## src/sv/kvls_ram.sv

```systemverilog
`timescale 1ns / 1ps
`default_nettype none

module kvls_ram #(
   parameter int WIDTH = 32,
   parameter int DEPTH = 64
) (
   input  wire logic                     clock,
   input  wire logic                     wr_en,
   input  wire logic [$clog2(DEPTH)-1:0] wr_addr,
   input  wire logic [WIDTH-1:0]         wr_data,
   input  wire logic [$clog2(DEPTH)-1:0] rd_addr,
   output      logic [WIDTH-1:0]         rd_data
);

   logic [WIDTH-1:0] mem [DEPTH];

   always_ff @(posedge clock) begin
      if (wr_en) begin
         mem[wr_addr] <= wr_data;
      end
      rd_data <= mem[rd_addr];
   end

endmodule

`default_nettype wire
```

## config.mk

```make
export PLATFORM = sky130hd
export DESIGN_NAME = kvls_ram
export DESIGN_NICKNAME = d
export VERILOG_FILES = /design/src/sv/kvls_ram.sv
export SDC_FILE = /design/constraint.sdc
export NUM_CORES = 2
export LEC_CHECK = 0
export BUFFER_PORTS_ARGS = -buffer_cell sky130_fd_sc_hd__buf_2
export CAP_MARGIN = 20
export CORE_MARGIN = 2
export CORE_UTILIZATION = 45
export CTS_CLUSTER_DIAMETER = 120
export DETAILED_ROUTE_END_ITERATION = 6
export RECOVER_POWER = 50
export SLEW_MARGIN = 20
export SYNTH_ARGS = -nofsm -noshare
export SYNTH_HDL_FRONTEND = slang
export SYNTH_SLANG_ARGS = --single-unit
```

## constraint.sdc

```tcl
create_clock -name clock -period 8.1 [get_ports clock]
set_clock_uncertainty 0.05 [all_clocks]
set_input_delay 0.81 -clock clock [delete_from_list [all_inputs] [get_ports clock]]
set_output_delay 0.81 -clock clock [all_outputs]
set_load 0.005 [all_outputs]
```

After elaboration in Yosys (flattened, before gate mapping)
Memories as Yosys holds them, arrays and structs flattened. A register that Yosys moved wholly into a read port is not among the register bits.
Cells that the tools add are included.
Word-level totals
  logic and storage cells: 3
  bits in latches: 0
  bits in read-only memories: 0
  memories kept: 1
  memory bits (writable): 2048
  input bits: 46
  output and inout port bits: 32
  bits in registers: 0
Memory list
  mem: depth 64, width 32, read ports 1, clocked after Yosys merged registers in 1, write ports 1, line 16  | logic [WIDTH-1:0] mem [DEPTH];
Operators by class
  div/mod/pow operators: 0
  mux-type cells: 2
  bitwise gates (word level): 0
  add/subtract/negate cells: 0
  eq/ne operators: 0
  shifts and indexed selects: 0
  $mul: 0
  $lt $le $gt $ge: 0
  reduce and logical (&&, ||, !) cells: 0
Operators with widths (number)
  1-bit two-way mux: 2

Depth between registers and ports, before layout
  depth in word-level cells: 2
  gate-level depth with buffers: 10
  depth with buffers taken out: 5

Worst setup path before layout
No wires, ideal clock.
  path kind: in2reg
  start: in wr_addr[3]
  end: mem mem[48][0] (enable)
  path buffers: 1
  arrival: 3.509 ns
  slack: 4.080 ns
  stages on the path: 4
  setup time: 0.461 ns
  data required time: 7.589 ns
  cells stage by stage: clkbuf_1 nor2b_1 nand4b_1 nor3_1
RTL lines
  start: declaration: line 10  | input wire logic [$clog2(DEPTH)-1:0] wr_addr,
  end: declaration: line 16
Straight into the memory's write port.

==> results.toml <==
[sta]
timing.final.crit_share = 0.4728
whs_ps = 565.7
setup_tns_ps = 0
slew_viol_final = 2080
setup_viol = 0
fmax_ghz = 0.2611
hold_viol_final = 0
slew_headroom = -1.273
grt_setup_unrepaired = "no"
worst_pin_slew_ps = 3409
fin_crit_ps = 3830

[setup_path]
cp.arrival_ps = 4430
rr_worst_depth = 4
r2r_slack_ps = 5510
path_max_fanout = 97
worstPathRequired_ps = 8700
cp-endpoint = "rd_data[0]"
r2r_end = "rd_data[0]"
critPathKind = "input port to flip-flop"
rr_startpoint = "mem[63][0]"
worst_setup_path_start_kind = "input port"
crit_start = "rd_addr[0]"
endpoint_kind = "flip-flop"

[clock_tree]
clk_pin_slew_ps = 60
cts_root_buffer = "clkbuf_16"
clk_latency_ps = 850
cts_tree = "done"
cts_hold_buf = 0
post_cts_buffers = 0
clock-sinks = 2080
cts_resized = 0
clock_path_buffers = 3
h-tree-depth = 4
numCtsBuffers = 205

[die]
coreArea_um2 = 173600
io_pins = 78
die_w_um = 421.7
design.die.area_um2 = 177800
rows = 153
start_util = 0.4522
dieHeight_um = 421.7

[synth]
yosysMostFrequentCell = "edfxtp_1"
synth_edf_count = 2048
synthTopCellsByCount = "edfxtp_1, mux4_2, nor2_1"
synth_area_leader_cell = "edfxtp_1"
yosys.area.top_type_share = 0.7833
ys_warn_count = 0
ys_types = 34
synth_area_leaders = "edfxtp_1, mux4_2, mux2i_1"
syn_area_per_cell_um2 = 23.62
async_flop_share = 0
synth_seq_cells = 2080
synth_ff_type = "edfxtp_1"
ys_seq_area_frac = 0.7914
synth_cells = 3324
synth_nets = 3370
synth_area_um2 = 78520

[layout]
final_nets = 3588
finalNonFillerCells = 6050
fillers = 13435
drive_gt1_frac = 0.2859
area_growth_pct = 13.52

[min_path]
hp-class = "input port to flip-flop"
hold_depth = 4
hp-start = "rd_addr[4]"

[power]
vdd_drop_max_v = 0.0001840
p_leak_nw = 27.51
powerDensity_nw_per_um2 = 253.6
finalPower_mw = 22.60

[global_route]
grt_use_total = 0.2292
grt_max_degree = 127
grt_pass1_vias = 37221
grt_pass1_wl_um = 285100
grt_antenna_before_repair = 21
overflow = 0

[route]
drt_iter0_drc = 4801
wl_per_cell_um = 33.61
ant_nets = 0
drc = 0
wl_um = 203300
viasPerCell = 6.053
firstDrtPassIters = 5
dr_total_vias = 36619

[placement]
dp_cells = 5660
dpl.hpwl_um = 108000
port_buffers = 77
place_congestion = 0.7764

[flow_run]
drv_cap = 32

[run_status]
status = "finished with violations"
violations = "capacitance limit, slew limit"
==> worst max-delay path, cell delays in order <==
cell and delay, ps:
buf_8 570, buf_12 660, mux4_2 610, mux4_2 510, o22ai_1 810, nor2_1 190
==> how the worst min path moves through the flow <==
stage                   to  slack [ps]
2_1_floorplan  rd_data[17]         610
3_3_place_gp   rd_data[20]         690
3_5_place_dp   rd_data[20]         710
4_1_cts         rd_data[5]         510
5_1_grt         rd_data[5]         550
6_report        rd_data[5]         570
==> layout make-up <==
type	count	area (µm²)	share of cell area
multi-input combinational	1062	15950	0.1789
tap	2325	2909	0.03264
timing repair buffer	193	1339	0.01502
sequential	2080	62140	0.6972
clock buffer	269	5555	0.06233
antenna	3	7.507	0.00008423
clock inverter	118	1235	0.01386
==> stage by stage <==
stage               area, µm²  setup WS (ps)  utilization
finish                  89130           4270       0.5133
detailed placement      82450           3308       0.4748
global placement        82450           3329       0.4748
CTS                     89240           4211       0.5139
global route            89120           4137       0.5133
floorplan               78520           4080            -
==> layout by cell type, fill, tap and decap left out, types with 10 or more instances in the layout <==
cell / synthesis / layout
buf_12: 0 / 11
a21oi_1: 62 / 62
nor2b_1: 15 / 15
buf_4: 25 / 86
o22ai_1: 84 / 84
nor2_1: 137 / 77
edfxtp_1: 2048 / 2048
dfxtp_1: 32 / 32
clkbuf_8: 0 / 10
clkbuf_1: 74 / 85
clkinv_1: 0 / 41
bufinv_16: 0 / 22
clkinv_2: 0 / 32
o221ai_1: 27 / 27
mux4_2: 544 / 544
nand2_1: 26 / 25
clkbuf_16: 0 / 209
nor2_4: 0 / 60
a22oi_1: 12 / 12
mux2i_1: 93 / 93
buf_2: 57 / 57
==> sequential cells by signal, indices dropped and copies added (netlist names) <==
signal,count
rd_data,32
mem,2048
==> kinds of logic (layout without fill, tap and decap cells) <==
kind of cell           after synthesis  count (layout)  synth area share
AO/OA/AOI/OAI                      202             202           0.01673
flip-flops                        2080            2080            0.7914
AND/OR/NAND/NOR                    223             223           0.01265
other                                0               3                 0
buffers and inverters              182             580           0.01128
multiplexers                       637             637            0.1679
==> report_power, final <==
part / internal (mW) / switching (mW)
clock network: 5.54 / 4.01
logic: 0.385 / 0.669
registers: 11.9 / 0.0603
==> layer usage <==
metal | up-vias | track usage | share of wire
met5 | - | 0 | 0.00043
met4 | 12 | 0.07097 | 0.031
met3 | 304 | 0.04490 | 0.078
met2 | 1529 | 0.3637 | 0.48
met1 | 20050 | 0.3236 | 0.41
li1 | 14724 | - | -
Note: power is estimated with default switching activity, not from simulation.
